### src/hw/rtl/stq_pkg.sv
// ----------------------------------------------------------------------------
// stq_pkg
// Shared constants, status codes and control types of the sorted timeout queue.
// ----------------------------------------------------------------------------
package stq_pkg;

  localparam int QUEUE_DEPTH = 16;
  localparam int MAX_RESULTS = 16;
  localparam int TIME_W      = 48;
  localparam int DUR_W       = 32;
  localparam int TAG_W       = 16;

  localparam logic OP_TICK = 1'b0;
  localparam logic OP_ADD  = 1'b1;

  localparam logic [1:0] ST_ADDED    = 2'd0;
  localparam logic [1:0] ST_REJECTED = 2'd1;
  localparam logic [1:0] ST_EXPIRED  = 2'd2;
  localparam logic [1:0] ST_NONE     = 2'd3;

  typedef struct packed {
    logic [TIME_W-1:0] deadline;
    logic [TAG_W-1:0]  tag;
  } entry_t;

  // controller -> datapath
  typedef struct packed {
    logic       accept_add;
    logic       accept_tick;
    logic       add_start;
    logic       shift;
    logic       put;
    logic       pop;
    logic       emit;
    logic       last;
    logic [1:0] status;
  } cmd_t;

  // datapath -> controller
  typedef struct packed {
    logic count_zero;
    logic full;
    logic idx_one;
    logic later_dl;
    logic due;
    logic quota_left;
    logic have_pending;
  } stat_t;

endpackage

### src/hw/rtl/sorted_timeout_queue.sv
// ----------------------------------------------------------------------------
// sorted_timeout_queue
// Timer event queue kept in deadline order, driven by add and tick commands.
// ----------------------------------------------------------------------------
// A command is taken on a clock edge with start high and busy low. operation
// selects add (duration_ms, event_tag) or a one millisecond tick.
// Results appear for one cycle each with strobe high; last marks the final
// result of a command. The receiver cannot stall, so results never wait.
// Add: one result. Into an empty queue the command goes straight to the put
// state; otherwise the tail entry is read and compared, and the insertion
// walk moves each held event with a later deadline up one slot per cycle
// through the single port pair of the entry memory before the put. The
// strobe is registered from the put state. A full queue rejects the add
// through the reject state.
// Tick: the clock advances, then due events leave the head, one per cycle,
// earliest first, up to 16 per tick. The first strobe comes once the head
// is read and compared, and results then follow one per cycle; busy drops
// with the last result.
// The block takes no new command while busy, so commands do not overlap.
// Reset (rst, synchronous) empties the queue and sets the clock to zero;
// no clearing pass is needed.
// ----------------------------------------------------------------------------
module sorted_timeout_queue #(
  parameter int QUEUE_DEPTH = stq_pkg::QUEUE_DEPTH
) (
  input  logic                        clk,
  input  logic                        rst,
  input  logic                        start,
  output logic                        busy,
  input  logic                        operation,
  input  logic [stq_pkg::DUR_W-1:0]   duration_ms,
  input  logic [stq_pkg::TAG_W-1:0]   event_tag,
  output logic                        strobe,
  output logic [1:0]                  status,
  output logic [stq_pkg::TAG_W-1:0]   fired_tag,
  output logic [stq_pkg::TIME_W-1:0]  now_ms,
  output logic                        last
);

  stq_pkg::cmd_t  cmd;
  stq_pkg::stat_t stat;

  stq_ctrl u_ctrl (
    .clk       (clk),
    .rst       (rst),
    .start     (start),
    .operation (operation),
    .stat      (stat),
    .cmd       (cmd),
    .busy      (busy)
  );

  stq_datapath #(
    .QUEUE_DEPTH (QUEUE_DEPTH)
  ) u_datapath (
    .clk         (clk),
    .rst         (rst),
    .cmd         (cmd),
    .duration_ms (duration_ms),
    .event_tag   (event_tag),
    .stat        (stat),
    .strobe      (strobe),
    .status      (status),
    .fired_tag   (fired_tag),
    .now_ms      (now_ms),
    .last        (last)
  );

endmodule

### src/hw/rtl/stq_datapath.sv
// ----------------------------------------------------------------------------
// stq_datapath
// Circular entry memory kept in deadline order, clock, counters and result
// registers of the sorted timeout queue.
// ----------------------------------------------------------------------------
module stq_datapath #(
  parameter int QUEUE_DEPTH = stq_pkg::QUEUE_DEPTH
) (
  input  logic                         clk,
  input  logic                         rst,
  input  stq_pkg::cmd_t                cmd,
  input  logic [stq_pkg::DUR_W-1:0]    duration_ms,
  input  logic [stq_pkg::TAG_W-1:0]    event_tag,
  output stq_pkg::stat_t               stat,
  output logic                         strobe,
  output logic [1:0]                   status,
  output logic [stq_pkg::TAG_W-1:0]    fired_tag,
  output logic [stq_pkg::TIME_W-1:0]   now_ms,
  output logic                         last
);

  localparam int AW = $clog2(QUEUE_DEPTH);
  localparam int CW = $clog2(QUEUE_DEPTH + 1);
  localparam int NW = $clog2(stq_pkg::MAX_RESULTS + 1);
  localparam logic [AW:0]   DEPTH_W = (AW+1)'(QUEUE_DEPTH);
  localparam logic [CW-1:0] FULL_COUNT = CW'(QUEUE_DEPTH);
  localparam logic [NW-1:0] MAX_N = NW'(stq_pkg::MAX_RESULTS);

  stq_pkg::entry_t mem [QUEUE_DEPTH];
  stq_pkg::entry_t rd_q;
  stq_pkg::entry_t wr_data;

  logic [AW-1:0] head;
  logic [CW-1:0] count;
  logic [AW-1:0] idx;
  logic [NW-1:0] n;
  logic [stq_pkg::TIME_W-1:0] clock_ms;
  logic [stq_pkg::TIME_W-1:0] new_dl;
  logic [stq_pkg::TAG_W-1:0]  new_tag;
  logic [stq_pkg::TAG_W-1:0]  pending_tag;

  logic [AW-1:0] rd_off;
  logic [AW-1:0] rd_addr;
  logic [AW-1:0] wr_addr;
  logic          wr_en;

  // logical position to physical slot, offset always below the depth
  function automatic logic [AW-1:0] phys(input logic [AW-1:0] base,
                                         input logic [AW-1:0] off);
    logic [AW:0] sum;
    sum = {1'b0, base} + {1'b0, off};
    if (sum >= DEPTH_W) begin
      sum = sum - DEPTH_W;
    end
    return sum[AW-1:0];
  endfunction

  always_comb begin
    priority if (cmd.add_start) begin
      rd_off = count[AW-1:0] - AW'(1);
    end else if (cmd.shift) begin
      rd_off = (idx == AW'(1)) ? '0 : idx - AW'(2);
    end else if (cmd.pop) begin
      rd_off = AW'(1);   // next head, seen after the pop
    end else begin
      rd_off = '0;
    end
  end

  assign rd_addr = phys(head, rd_off);
  assign wr_addr = phys(head, idx);
  assign wr_en   = cmd.put | cmd.shift;
  assign wr_data = cmd.put ? stq_pkg::entry_t'{deadline: new_dl, tag: new_tag} : rd_q;

  always_ff @(posedge clk) begin
    if (wr_en) begin
      mem[wr_addr] <= wr_data;
    end
    rd_q <= mem[rd_addr];
  end

  always_ff @(posedge clk) begin
    if (rst) begin
      head     <= '0;
      count    <= '0;
      clock_ms <= '0;
      n        <= '0;
      strobe   <= 1'b0;
    end else begin
      if (cmd.accept_tick) begin
        clock_ms <= clock_ms + stq_pkg::TIME_W'(1);
        n        <= '0;
      end
      if (cmd.put) begin
        count <= count + CW'(1);
      end
      if (cmd.pop) begin
        head  <= (head == AW'(QUEUE_DEPTH - 1)) ? '0 : head + AW'(1);
        count <= count - CW'(1);
        n     <= n + NW'(1);
      end
      strobe <= cmd.emit;
    end
  end

  always_ff @(posedge clk) begin
    if (cmd.accept_add) begin
      new_dl  <= clock_ms + stq_pkg::TIME_W'(duration_ms);
      new_tag <= event_tag;
      idx     <= count[AW-1:0];
    end else if (cmd.shift) begin
      idx <= idx - AW'(1);
    end
    if (cmd.pop) begin
      pending_tag <= rd_q.tag;
    end
    if (cmd.emit) begin
      status    <= cmd.status;
      fired_tag <= (cmd.status == stq_pkg::ST_EXPIRED) ? pending_tag : '0;
      now_ms    <= clock_ms;
      last      <= cmd.last;
    end
  end

  assign stat.count_zero   = (count == '0);
  assign stat.full         = (count == FULL_COUNT);
  assign stat.idx_one      = (idx == AW'(1));
  assign stat.later_dl     = (rd_q.deadline > new_dl);
  assign stat.due          = (count != '0) && (rd_q.deadline <= clock_ms);
  assign stat.quota_left   = (n < MAX_N);
  assign stat.have_pending = (n != '0);

endmodule

### src/hw/rtl/stq_ctrl.sv
// ----------------------------------------------------------------------------
// stq_ctrl
// Sequencer of the sorted timeout queue: insertion walk, expiry pops and
// result strobes.
// ----------------------------------------------------------------------------
module stq_ctrl (
  input  logic           clk,
  input  logic           rst,
  input  logic           start,
  input  logic           operation,
  input  stq_pkg::stat_t stat,
  output stq_pkg::cmd_t  cmd,
  output logic           busy
);

  localparam logic [2:0] S_IDLE     = 3'd0;
  localparam logic [2:0] S_ADD_RD   = 3'd1;
  localparam logic [2:0] S_ADD_CMP  = 3'd2;
  localparam logic [2:0] S_PUT      = 3'd3;
  localparam logic [2:0] S_REJECT   = 3'd4;
  localparam logic [2:0] S_TICK_RD  = 3'd5;
  localparam logic [2:0] S_TICK_CMP = 3'd6;

  logic [2:0] state;
  logic [2:0] state_next;

  always_ff @(posedge clk) begin
    if (rst) begin
      state <= S_IDLE;
    end else begin
      state <= state_next;
    end
  end

  assign busy = (state != S_IDLE);

  always_comb begin
    state_next = state;
    cmd        = '0;
    unique case (state)
      S_IDLE: begin
        if (start) begin
          if (operation == stq_pkg::OP_ADD) begin
            if (stat.full) begin
              state_next = S_REJECT;
            end else begin
              cmd.accept_add = 1'b1;
              state_next     = stat.count_zero ? S_PUT : S_ADD_RD;
            end
          end else begin
            cmd.accept_tick = 1'b1;
            state_next      = S_TICK_RD;
          end
        end
      end
      S_ADD_RD: begin
        cmd.add_start = 1'b1;
        state_next    = S_ADD_CMP;
      end
      S_ADD_CMP: begin
        // move later entries up one slot, stop at the first one not later
        if (stat.later_dl) begin
          cmd.shift = 1'b1;
          if (stat.idx_one) begin
            state_next = S_PUT;
          end
        end else begin
          state_next = S_PUT;
        end
      end
      S_PUT: begin
        cmd.put    = 1'b1;
        cmd.emit   = 1'b1;
        cmd.status = stq_pkg::ST_ADDED;
        cmd.last   = 1'b1;
        state_next = S_IDLE;
      end
      S_REJECT: begin
        cmd.emit   = 1'b1;
        cmd.status = stq_pkg::ST_REJECTED;
        cmd.last   = 1'b1;
        state_next = S_IDLE;
      end
      S_TICK_RD: begin
        state_next = S_TICK_CMP;
      end
      S_TICK_CMP: begin
        // the popped tag goes out in the following cycle, once we know if it is last
        if (stat.due && stat.quota_left) begin
          cmd.pop = 1'b1;
          if (stat.have_pending) begin
            cmd.emit   = 1'b1;
            cmd.status = stq_pkg::ST_EXPIRED;
          end
        end else begin
          cmd.emit   = 1'b1;
          cmd.last   = 1'b1;
          cmd.status = stat.have_pending ? stq_pkg::ST_EXPIRED : stq_pkg::ST_NONE;
          state_next = S_IDLE;
        end
      end
      default: begin
        state_next = S_IDLE;
      end
    endcase
  end

endmodule

### config.mk
export PLATFORM = sky130hd
export DESIGN_NAME = sorted_timeout_queue
export DESIGN_NICKNAME = d
export VERILOG_FILES = /design/src/hw/rtl/stq_pkg.sv /design/src/hw/rtl/sorted_timeout_queue.sv /design/src/hw/rtl/stq_datapath.sv /design/src/hw/rtl/stq_ctrl.sv
export SDC_FILE = /design/constraint.sdc
export NUM_CORES = 1
export LEC_CHECK = 0
export ABC_AREA = 1
export BUFFER_PORTS_ARGS = -buffer_cell sky130_fd_sc_hd__buf_4
export CORE_MARGIN = 1.5
export CORE_UTILIZATION = 45
export CTS_CLUSTER_DIAMETER = 80
export DETAILED_ROUTE_END_ITERATION = 12
export GPL_TIMING_DRIVEN = 0
export PLACE_DENSITY = 0.63
export SYNTH_ARGS = -nofsm -noshare
export SYNTH_HDL_FRONTEND = slang
export SYNTH_SLANG_ARGS = --single-unit
### constraint.sdc
create_clock -name clk -period 15.7 [get_ports clk]
set_input_delay 0.785 -clock clk [delete_from_list [all_inputs] [get_ports clk]]
set_output_delay 0.785 -clock clk [all_outputs]
set_load 0.05 [all_outputs]
Word level (Yosys, flattened, before mapping):

Memory sizes are Yosys's and may differ from the RTL's. A register that Yosys moved wholly into a read port is not among the register bits.
Cells that the tools add are included.
Widths: inputs -> output; s select.

* flip-flop bits (word level): 217
* bits in writable memories: 1024
* bits of input ports: 52
* output and inout port bits: 69
* word-level logic and storage cells: 100
* memories kept: 1

* add/sub/neg operators: 13
* $lt $le $gt $ge: 5
* equality and inequality tests: 13
* muxes and demuxes: 42
* bitwise operators: 1
* reduce and logical (&&, ||, !) cells: 11

Memories
* u_datapath.mem: words 16, bits a word 64, rd ports 1, clocked after Yosys merged registers in 1, wr ports 1, line stq_datapath.sv:29 `stq_pkg::entry_t mem [QUEUE_DEPTH];`

Operators by type and width (number)
* $mux 64: 1
* $add 48x1->48 const B: 1
* $add 48x32->48: 1
* $gt 48x48->1: 1
* $le 48x48->1: 1
* $mux 4: 8
* $mux 5: 4
* $mux 3: 6
* $mux 1: 16
* $sub 4x1->4 const B: 4
* $pmux 3 s5: 1
* $pmux 4 s3: 1
* $add 4x4->5: 2
* $add 5x1->5 const B: 2
* $ge 5x5->1 const B: 2
* $mux 2: 5
* $reduce_bool 5->1: 2
* $eq 3x3->1 const B: 3
* $eq 3x2->1 const B: 2
* $reduce_bool 2->1: 3
* $eq 5x5->1 const B: 1
* $logic_not 5->1: 1
* $lt 5x5->1 const B: 1
* $sub 5x1->5 const B: 1
* 13 further kinds: 15

Depth between registers and ports, before layout:

Gate-level depths: netlist (run 1).

* depth after elaboration: 11
* mapped depth: 30
* depth with buffers taken out: 28

By module:

From an unflattened synthesis (run 1), not the netlist that was laid out.

* cells, all modules: 5136
* area total of the unflattened synthesis: 57953.1 um2

By module, submodules not included
* stq_datapath: times used 1, cells each 5080, area an instance 57614.0 um2, sequential area each 37826.3 um2
* stq_ctrl: times used 1, cells each 56, area an instance 339.1 um2, sequential area each 60.1 um2

Worst setup path after synthesis (run 1):

OpenSTA, ideal clock, no wires.

* kind: register -> register
* start: reg u_datapath.count[0]
* end: reg u_datapath.idx[0], enable pin
* setup time: 0.323 ns
* data arrival time: 6.044 ns
* setup slack: 9.333 ns
* stages on the path, launching flop included: 8
* buffers on the path: 0
* clock period less this slack: 6.367 ns
* cell sequence: dfxtp_1 inv_1 ha_1 nand4_1 nand2_1 nor3_1 inv_1 nand2_1

RTL lines
* from (decl): line stq_datapath.sv:34 `logic [CW-1:0] count;`
* from (signal assigned): line stq_datapath.sv:95 `count <= count + CW'(1);`
* from (signal assigned): line stq_datapath.sv:99 `count <= count - CW'(1);`
* to (signal assigned): line stq_datapath.sv:110 `idx <= count[AW-1:0];`
* to (signal assigned): line stq_datapath.sv:112 `idx <= idx - AW'(1);`
* to (decl): line stq_datapath.sv:35 `logic [AW-1:0] idx;`

Worst setup path after layout (run 1):

* start: reg u_datapath.clock_ms[35] (netlist bit)
* end: reg, netlist name u_datapath.rd_q[52]

* longest elaborated chain between the ends: 11
* elaborated cells on any way between the ends: 12

Ends and longest elaborated chain
* from (decl): line stq_datapath.sv:37 `logic [stq_pkg::TIME_W-1:0] clock_ms;`
* from (signal assigned): line stq_datapath.sv:91 `clock_ms <= clock_ms + stq_pkg::TIME_W'(1);`
* $le 48x48->1 (*): line stq_datapath.sv:129 `assign stat.due = (count != '0) && (rd_q.deadline <= clock_ms);`
* $logic_and 1x1->1 (*): line stq_datapath.sv:129
* $logic_and 1x1->1 (*): line stq_ctrl.sv:89 `if (stat.due && stat.quota_left) begin`
* $mux 1 (*): line stq_ctrl.sv:89
* $mux 1 (*): line stq_ctrl.sv:40 `unique case (state)`
* $mux 1 (*): line stq_datapath.sv:63 `end else if (cmd.pop) begin`
* $mux 4 (*): line stq_datapath.sv:61 `end else if (cmd.shift) begin`
* $mux 4 (*): line stq_datapath.sv:59 `priority if (cmd.add_start) begin`
* $add 4x4->5 (*): line stq_datapath.sv:51 `sum = {1'b0, base} + {1'b0, off};`
* $sub 4x1->4 or $ge 5x5->1 (tied branches): line stq_datapath.sv:53, stq_datapath.sv:52
* $mux 4 (*): line stq_datapath.sv:52 `if (sum >= DEPTH_W) begin`

Every way passes the cells marked *; elsewhere a longest branch is shown, timed or not.
A chain may end at the register's enable or synchronous reset.

==> run_results.csv, run 1 <==
group,metric,value,unit
floorplanning,dieArea,126400,µm²
pwr,pwr-share-comb,0.391,
worst_setup_path,r2r-start,"u_datapath.clock_ms[35]",
logic_synthesis,avgSynthCellArea,11.44,µm²
clocking,cts.clk_slew.worst_paths,60,ps
logic_synthesis,yosysWarnings,0,
floorplanning,start_util,0.4531,
worst_setup_path,cp-start-kind,"flop",
pwr,ir_drop,0.1320,mV
logic_synthesis,yosys.area.top_type,"edfxtp_1",
cells_and_area,antenna_cells,0,
grt,grt-ovfl-total,0,
pwr,p_leak,23.38,nW
worst_setup_path,rr_worst_depth,25,
grt,grt_pass1_wl,239600,µm
drt,routed_via_density,5.604,
worst_hold_path,hold_end,"u_datapath.new_tag[5]",
sta,hold_viol,0,
grt,grt_use_total,0.2549,
worst_hold_path,min_path_cells,1,
clocking,htreeDepth,4,
run,maxCapViolCount,0,
logic_synthesis,ys_seq_elements,1305,
logic_synthesis,async_flop_share,0,
sta,rsz0062_at_grt,"false",
sta,fin_crit_sh,0.4209,
pwr,p_int,7.929,mW
worst_setup_path,worstPathRequired,16410,ps
place,io_buffer_count,119,
cells_and_area,drive_gt1_frac,0.09755,
sta,finalSetupViolCount,0,
worst_hold_path,hold_path.class,"in -> reg",
pwr,seqPwrFrac,0.363,
cells_and_area,final_cell_mix,"edfxtp_1, nand2_1, o21ai_0",
logic_synthesis,synth_area_leaders,"edfxtp_1, nand2_1, dfxtp_1",
sta,relSlewSlack,0.008581,
grt,antenna_found_initial,5,
place,dp_hpwl,116500,µm
worst_setup_path,cp.arrival,7310,ps
logic_synthesis,netlist.area_leader.share,0.6307,
drt,first_pass_iters,5,
grt,grt_pass1_vias,38270,
worst_setup_path,reg2reg_slack,9090,ps
clocking,hold_buffers,0,
drt,wl_per_cell,23.17,µm
logic_synthesis,synth_edf_count,1175,
logic_synthesis,ys_seq_area_frac,0.6772,
clocking,cts_resized,0,
floorplanning,die_x,355.6,µm
cells_and_area,final_common_cell,"edfxtp_1",
drt,wl,161700,µm
pwr,p_sw,5.162,mW
floorplanning,row_count,129,
clocking,cts_buffer_depth,3,
worst_setup_path,reg2reg_to,"u_datapath.rd_q[52]",
logic_synthesis,syn_inst,4891,
worst_hold_path,worstHoldStart,"event_tag[5]",
sta,max_clock_freq,0.1513,GHz
drt,ant_nets,0,
sta,tns,0,ps
drt,first_iter_violations,3893,
cells_and_area,final_nets,5437,
clocking,clockRootBuffer,"clkbuf_16",
sta,finClkSkew,29.54,ps
drt,drc,0,
pwr,swShare,0.3943,
clocking,clkSinkCount,1305,
sta,hold_ws,188.2,ps
worst_setup_path,worst-setup-path-type,"reg -> reg",
clocking,cts_tree,"done",
clocking,clock_latency,780,ps
pwr,power_frac_clock,0.246,
cells_and_area,area_growth,15.48,%
sta,worst_pin_slew,1487,ps
grt,grt_max_degree,51,
logic_synthesis,syn-num-nets,5094,
sta,fin_crit,6608,ps
floorplanning,num_io_pins,121,
logic_synthesis,ys.flop_type,"edfxtp_1",
pwr,power,13.09,mW
floorplanning,core-area,123500,µm²
pwr,power.density,202.6,nW/µm²
logic_synthesis,yosysUniqueCellTypes,49,
run_status,outcome,"finished clean",
logic_synthesis,mappedNetlistArea,55940,µm²
drt,vias,39100,
place,place_congestion,0.9617,
clocking,cts_setup_buffers,0,
sta,maxSlewViolCount,0,
worst_setup_path,endpoint_kind,"flop",
clocking,numCtsBuffers,135,
worst_setup_path,cp_max_fo,10,
floorplanning,fp.dieH,355.6,µm
## state kept, by name, summed over array words and instances, names as in the netlist
register                flops
u_datapath.idx              4
u_datapath.head             4
u_datapath.new_tag         16
u_datapath.mem           1024
u_datapath.clock_ms        48
u_datapath.last             1
u_datapath.fired_tag       16
u_datapath.now_ms          48
u_datapath.strobe           1
u_datapath.count            5
u_ctrl.state                3
u_datapath.status           2
u_datapath.pending_tag     16
u_datapath.n                5
u_datapath.new_dl          48
u_datapath.rd_q            64
## metal layers
| layer | wire length [µm] | global-route usage | up-vias |
|---|---|---|---|
| met5 | 0 | 0 | - |
| met4 | 5318 | 0.09282 | 0 |
| met3 | 13590 | 0.04896 | 285 |
| met2 | 76550 | 0.4182 | 1642 |
| met1 | 66200 | 0.3372 | 19050 |
| li1 | - | - | 18130 |
## critical path: stages (launching register included)
cell,delay [ps]
dfxtp_1,450
inv_1,160
ha_1,370
a21oi_1,150
nand3_1,100
nand2_1,60
nand2_1,50
a21oi_1,330
nand3_1,130
nand2_1,280
nand3_1,320
nand3_1,170
o21ai_0,90
inv_1,80
ha_1,160
inv_1,60
fa_1,370
xor2_1,680
buf_4,430
buf_2,460
buf_2,400
clkbuf_1,630
nand2_1,110
o21ai_0,260
nand2_1,130
nand2_1,100
## cells by family (layout without fill, tap and decap cells)
family | count (synthesis) | after routing | share of synthesized area
fa+ha+maj | 151 | 151 | 0.03431
compound gates | 1066 | 1066 | 0.1113
simple gates | 1787 | 1787 | 0.1277
flops | 1305 | 1305 | 0.6772
xor+xnor | 85 | 85 | 0.01331
buf+inv | 497 | 947 | 0.03612
## area by class of cell
cell class / count / area [µm²]
Tap cell: 1637 / 2048
Clock buffer: 170 / 3654
Sequential cell: 1305 / 37890
Multi-Input combinational cell: 3089 / 16180
Fill cell: 10640 / 58870
Buffer: 248 / 1087
Inverter: 249 / 935.9
Timing Repair Buffer: 206 / 2054
Clock inverter: 74 / 758.2
## worst max-delay path by stage
| stage | start | end | depth (start not counted) |
|---|---|---|---|
| 6_report | u_datapath.clock_ms[35] | u_datapath.rd_q[52] | 25 |
| 5_1_grt | u_datapath.clock_ms[29] | u_datapath.rd_q[52] | 24 |
| 4_1_cts | u_datapath.clock_ms[35] | u_datapath.rd_q[52] | 25 |
| 3_5_place_dp | u_datapath.clock_ms[35] | u_datapath.rd_q[52] | 25 |
| 3_3_place_gp | u_datapath.count[0] | u_datapath.idx[0] | 6 |
| 2_1_floorplan | u_datapath.count[0] | u_datapath.idx[0] | 7 |
## power groups by stage
stage               Sequential, mW  Combinational (mW)  Clock, mW
finish                        4.75                5.12       3.22
global placement              4.89                4.77          0
global route                  4.77                5.59       3.39
CTS                           4.75                5.06       3.25
floorplan                     4.94                2.88          0
detailed placement            4.82                5.03          0
## cells in the mapped netlist (18+ instances only)
cell      instances
ha_1            147
xor2_1           72
buf_2            52
a32o_1          128
buf_1            26
inv_1           241
edfxtp_1       1175
clkbuf_1        154
nand2_1        1108
nand3_1         137
nor3_1           36
o21ai_0         497
nand4_1          18
a21oi_1         269
dfxtp_1         130
o22ai_1         129
nor2_1          451
## metrics by stage
stage / instance area (µm²) / utilization / setup WS, ps / instances
after floorplan: 55940 / - / 9333 / 4891
after global placement: 58890 / 0.4769 / 4931 / 6647
after detailed placement: 60190 / 0.4875 / 9181 / 6734
after CTS: 64610 / 0.5232 / 9162 / 6978
after global routing: 64610 / 0.5232 / 8701 / 6978
final: 64610 / 0.5232 / 9092 / 6978
No activity file was read; power rests on OpenSTA's default activity.
==> run 2, diff against run 1 <==
- PLACE_DENSITY: 0.63 -> 0.66
- clock period: 15.7 -> 5.9 ns (I/O delays scaled with it)
==> run 2 against run 1 <==
Effect of this change:
- die area is the same
- non-clock buffer count increased by 16
- critical endpoint is now u_datapath.rd_q[51]
- global-route usage is 0.14 points lower
- first-iteration DRC count increased by 8.9%
- maximum frequency rose by 17%
- worst setup slack worse by 8800 ps
- combinational power rose to 2.7 times the previous value
- routed wire length rose by 0.29%
- highest routed layer unchanged
==> run_results.csv, run 2 (same netlist as run 1, synthesis figures left out) <==
group,metric,value,unit
floorplanning,core-area,123500,µm²
drt,vias,39700,
worst_setup_path,cp_max_fo,10,
floorplanning,fp.dieH,355.6,µm
cells_and_area,final_cell_mix,"edfxtp_1, nand2_1, o21ai_0",
cells_and_area,largest_reg_flops,1024,
clocking,clkSinkCount,1305,
worst_setup_path,worst-setup-path-type,"reg -> reg",
worst_setup_path,cp-start-kind,"flop",
cells_and_area,fillers,10450,
worst_hold_path,hold_end,"u_datapath.new_dl[2]",
sta,hold_viol,0,
worst_setup_path,rr_worst_depth,23,
cells_and_area,final_core_util,0.5266,
cells_and_area,reg_top3,"u_datapath.mem: 1024 flops, u_datapath.rd_q: 64 flops",
clocking,htreeDepth,4,
pwr,p_leak,23.63,nW
floorplanning,num_io_pins,121,
worst_setup_path,endpoint_kind,"flop",
cells_and_area,drive_gt1_frac,0.1036,
drt,routed_via_density,5.667,
place,dp_hpwl,115700,µm
floorplanning,die_x,355.6,µm
pwr,power.density,539.5,nW/µm²
sta,relSlewSlack,0.1246,
clocking,clock_latency,760,ps
clocking,clockRootBuffer,"clkbuf_16",
worst_setup_path,r2r-start,"u_datapath.clock_ms[41]",
worst_hold_path,worstHoldStart,"duration_ms[2]",
worst_hold_path,hold_path.class,"in -> reg",
cells_and_area,top_register,"u_datapath.mem",
sta,max_clock_freq,0.1777,GHz
cells_and_area,final_common_cell,"edfxtp_1",
drt,ant_nets,0,
grt,grt_pass1_vias,38670,
worst_setup_path,slowest_delay,680,ps
grt,grt_use_total,0.2535,
run,maxCapViolCount,0,
sta,fin_crit,5628,ps
drt,first_iter_violations,4240,
clocking,cts_buffer_depth,3,
grt,grt-ovfl-total,0,
run_status,outcome,"finished clean",
floorplanning,start_util,0.4531,
drt,wl,162100,µm
worst_hold_path,min_path_cells,3,
grt,antenna_found_initial,5,
place,io_buffer_count,119,
clocking,cts_tree,"done",
floorplanning,row_count,129,
cells_and_area,final_nets,5454,
sta,worst_pin_slew,1313,ps
pwr,ir_drop,0.3328,mV
clocking,cts.clk_slew.worst_paths,60,ps
sta,finalSetupViolCount,0,
pwr,power,35.08,mW
sta,fin_crit_sh,0.9538,
place,place_congestion,0.9553,
worst_setup_path,cp.arrival,6310,ps
drt,drc,0,
drt,wl_per_cell,23.14,µm
grt,grt_pass1_wl,240000,µm
worst_setup_path,crit_path_top_delay_cell,"fa_2",
worst_setup_path,reg2reg_to,"u_datapath.rd_q[51]",
clocking,numCtsBuffers,136,
sta,finClkSkew,24.31,ps
cells_and_area,area_growth,16.22,%
worst_setup_path,path_cells,"inv_1 > ha_1 > a21oi_1 > o21ai_0 > nand2_1 > nand2_1 > a21oi_1 > nand3_1 > nand2_1 > nand3_1 > nand3_1 > o21ai_0 > inv_1 > ha_1 > inv_1 > fa_2 > clkinv_1 > clkbuf_4 > clkbuf_2 > a32o_1 > o21ai_0 > nand3_1 > nand2_1",
sta,maxSlewViolCount,0,
worst_setup_path,reg2reg_slack,270,ps
floorplanning,dieArea,126400,µm²
worst_setup_path,worstPathRequired,6590,ps
grt,grt_max_degree,51,
sta,rsz0062_at_grt,"false",
drt,first_pass_iters,6,
run 2: final cells by class:
cell class / count / area [µm²] / area share
antenna: 2 / 5.005 / 0.00007697
buffer: 247 / 1136 / 0.01747
clock buffer: 189 / 3796 / 0.05838
clock inverter: 65 / 778.2 / 0.01197
inverter: 249 / 934.6 / 0.01437
multi-input combinational: 3089 / 16200 / 0.2491
sequential: 1305 / 37890 / 0.5827
tap: 1637 / 2048 / 0.03150
timing repair buffer: 223 / 2238 / 0.03443
run 2: layer usage:
metal	GRT usage	vias to the layer above	part of all wire
li1	-	18200	-
met1	0.3334	19350	0.40
met2	0.4226	1873	0.48
met3	0.04487	290	0.088
met4	0.08889	0	0.031
met5	0	-	0
run 2: stage by stage:
step                hold WS (ps)   TNS, ps  std cells  instance area, µm²  setup slack, ps
floorplan                  393.9         0       4891               55950             1104
global placement           410.3  -2879290       6647               58890            -2956
detailed placement         408.6     -8515       6732               60190           -407.4
CTS                        45.91         0       7004               64960            18.39
global route               99.09         0       7004               65020          0.08660
finish                     70.48         0       7006               65020            272.4
run 2: worst max path at each step:
stage                                  from               endpoint  cells after the start
global placement            u_ctrl.state[0]  u_datapath.mem[4][56]                      7
global route        u_datapath.clock_ms[35]    u_datapath.rd_q[25]                     25
CTS                 u_datapath.clock_ms[41]    u_datapath.rd_q[16]                     23
floorplan             u_datapath.new_dl[47]   u_datapath.mem[0][0]                     14
detailed placement  u_datapath.clock_ms[35]    u_datapath.rd_q[51]                     25
finish              u_datapath.clock_ms[41]    u_datapath.rd_q[51]                     23
run 2: what timing repair did:
action / 4_1_cts / 5_1_grt
resized for setup: 5 / 72
setup endpoints to repair: 62 / 64
buffers inserted: 0 / 0
hold buffers: 19 / 0
endpoints found under the hold margin: 20 / 0
run 2: power by group:
| part | total (mW) | internal (mW) | leakage (nW) | switching (mW) |
|---|---|---|---|---|
| combinational | 13.7 | 3.95 | 9.65 | 9.75 |
| clock | 8.73 | 5.12 | 2.24 | 3.62 |
| sequential | 12.6 | 12.2 | 11.7 | 0.431 |
run 2: critical path: cells and delay by family, from the launching register on:
family	cells	cell delay [ps]
flops	1	460
fa+ha+maj	3	1190
simple gates	8	1280
buf+inv	6	1240
compound gates	6	1340
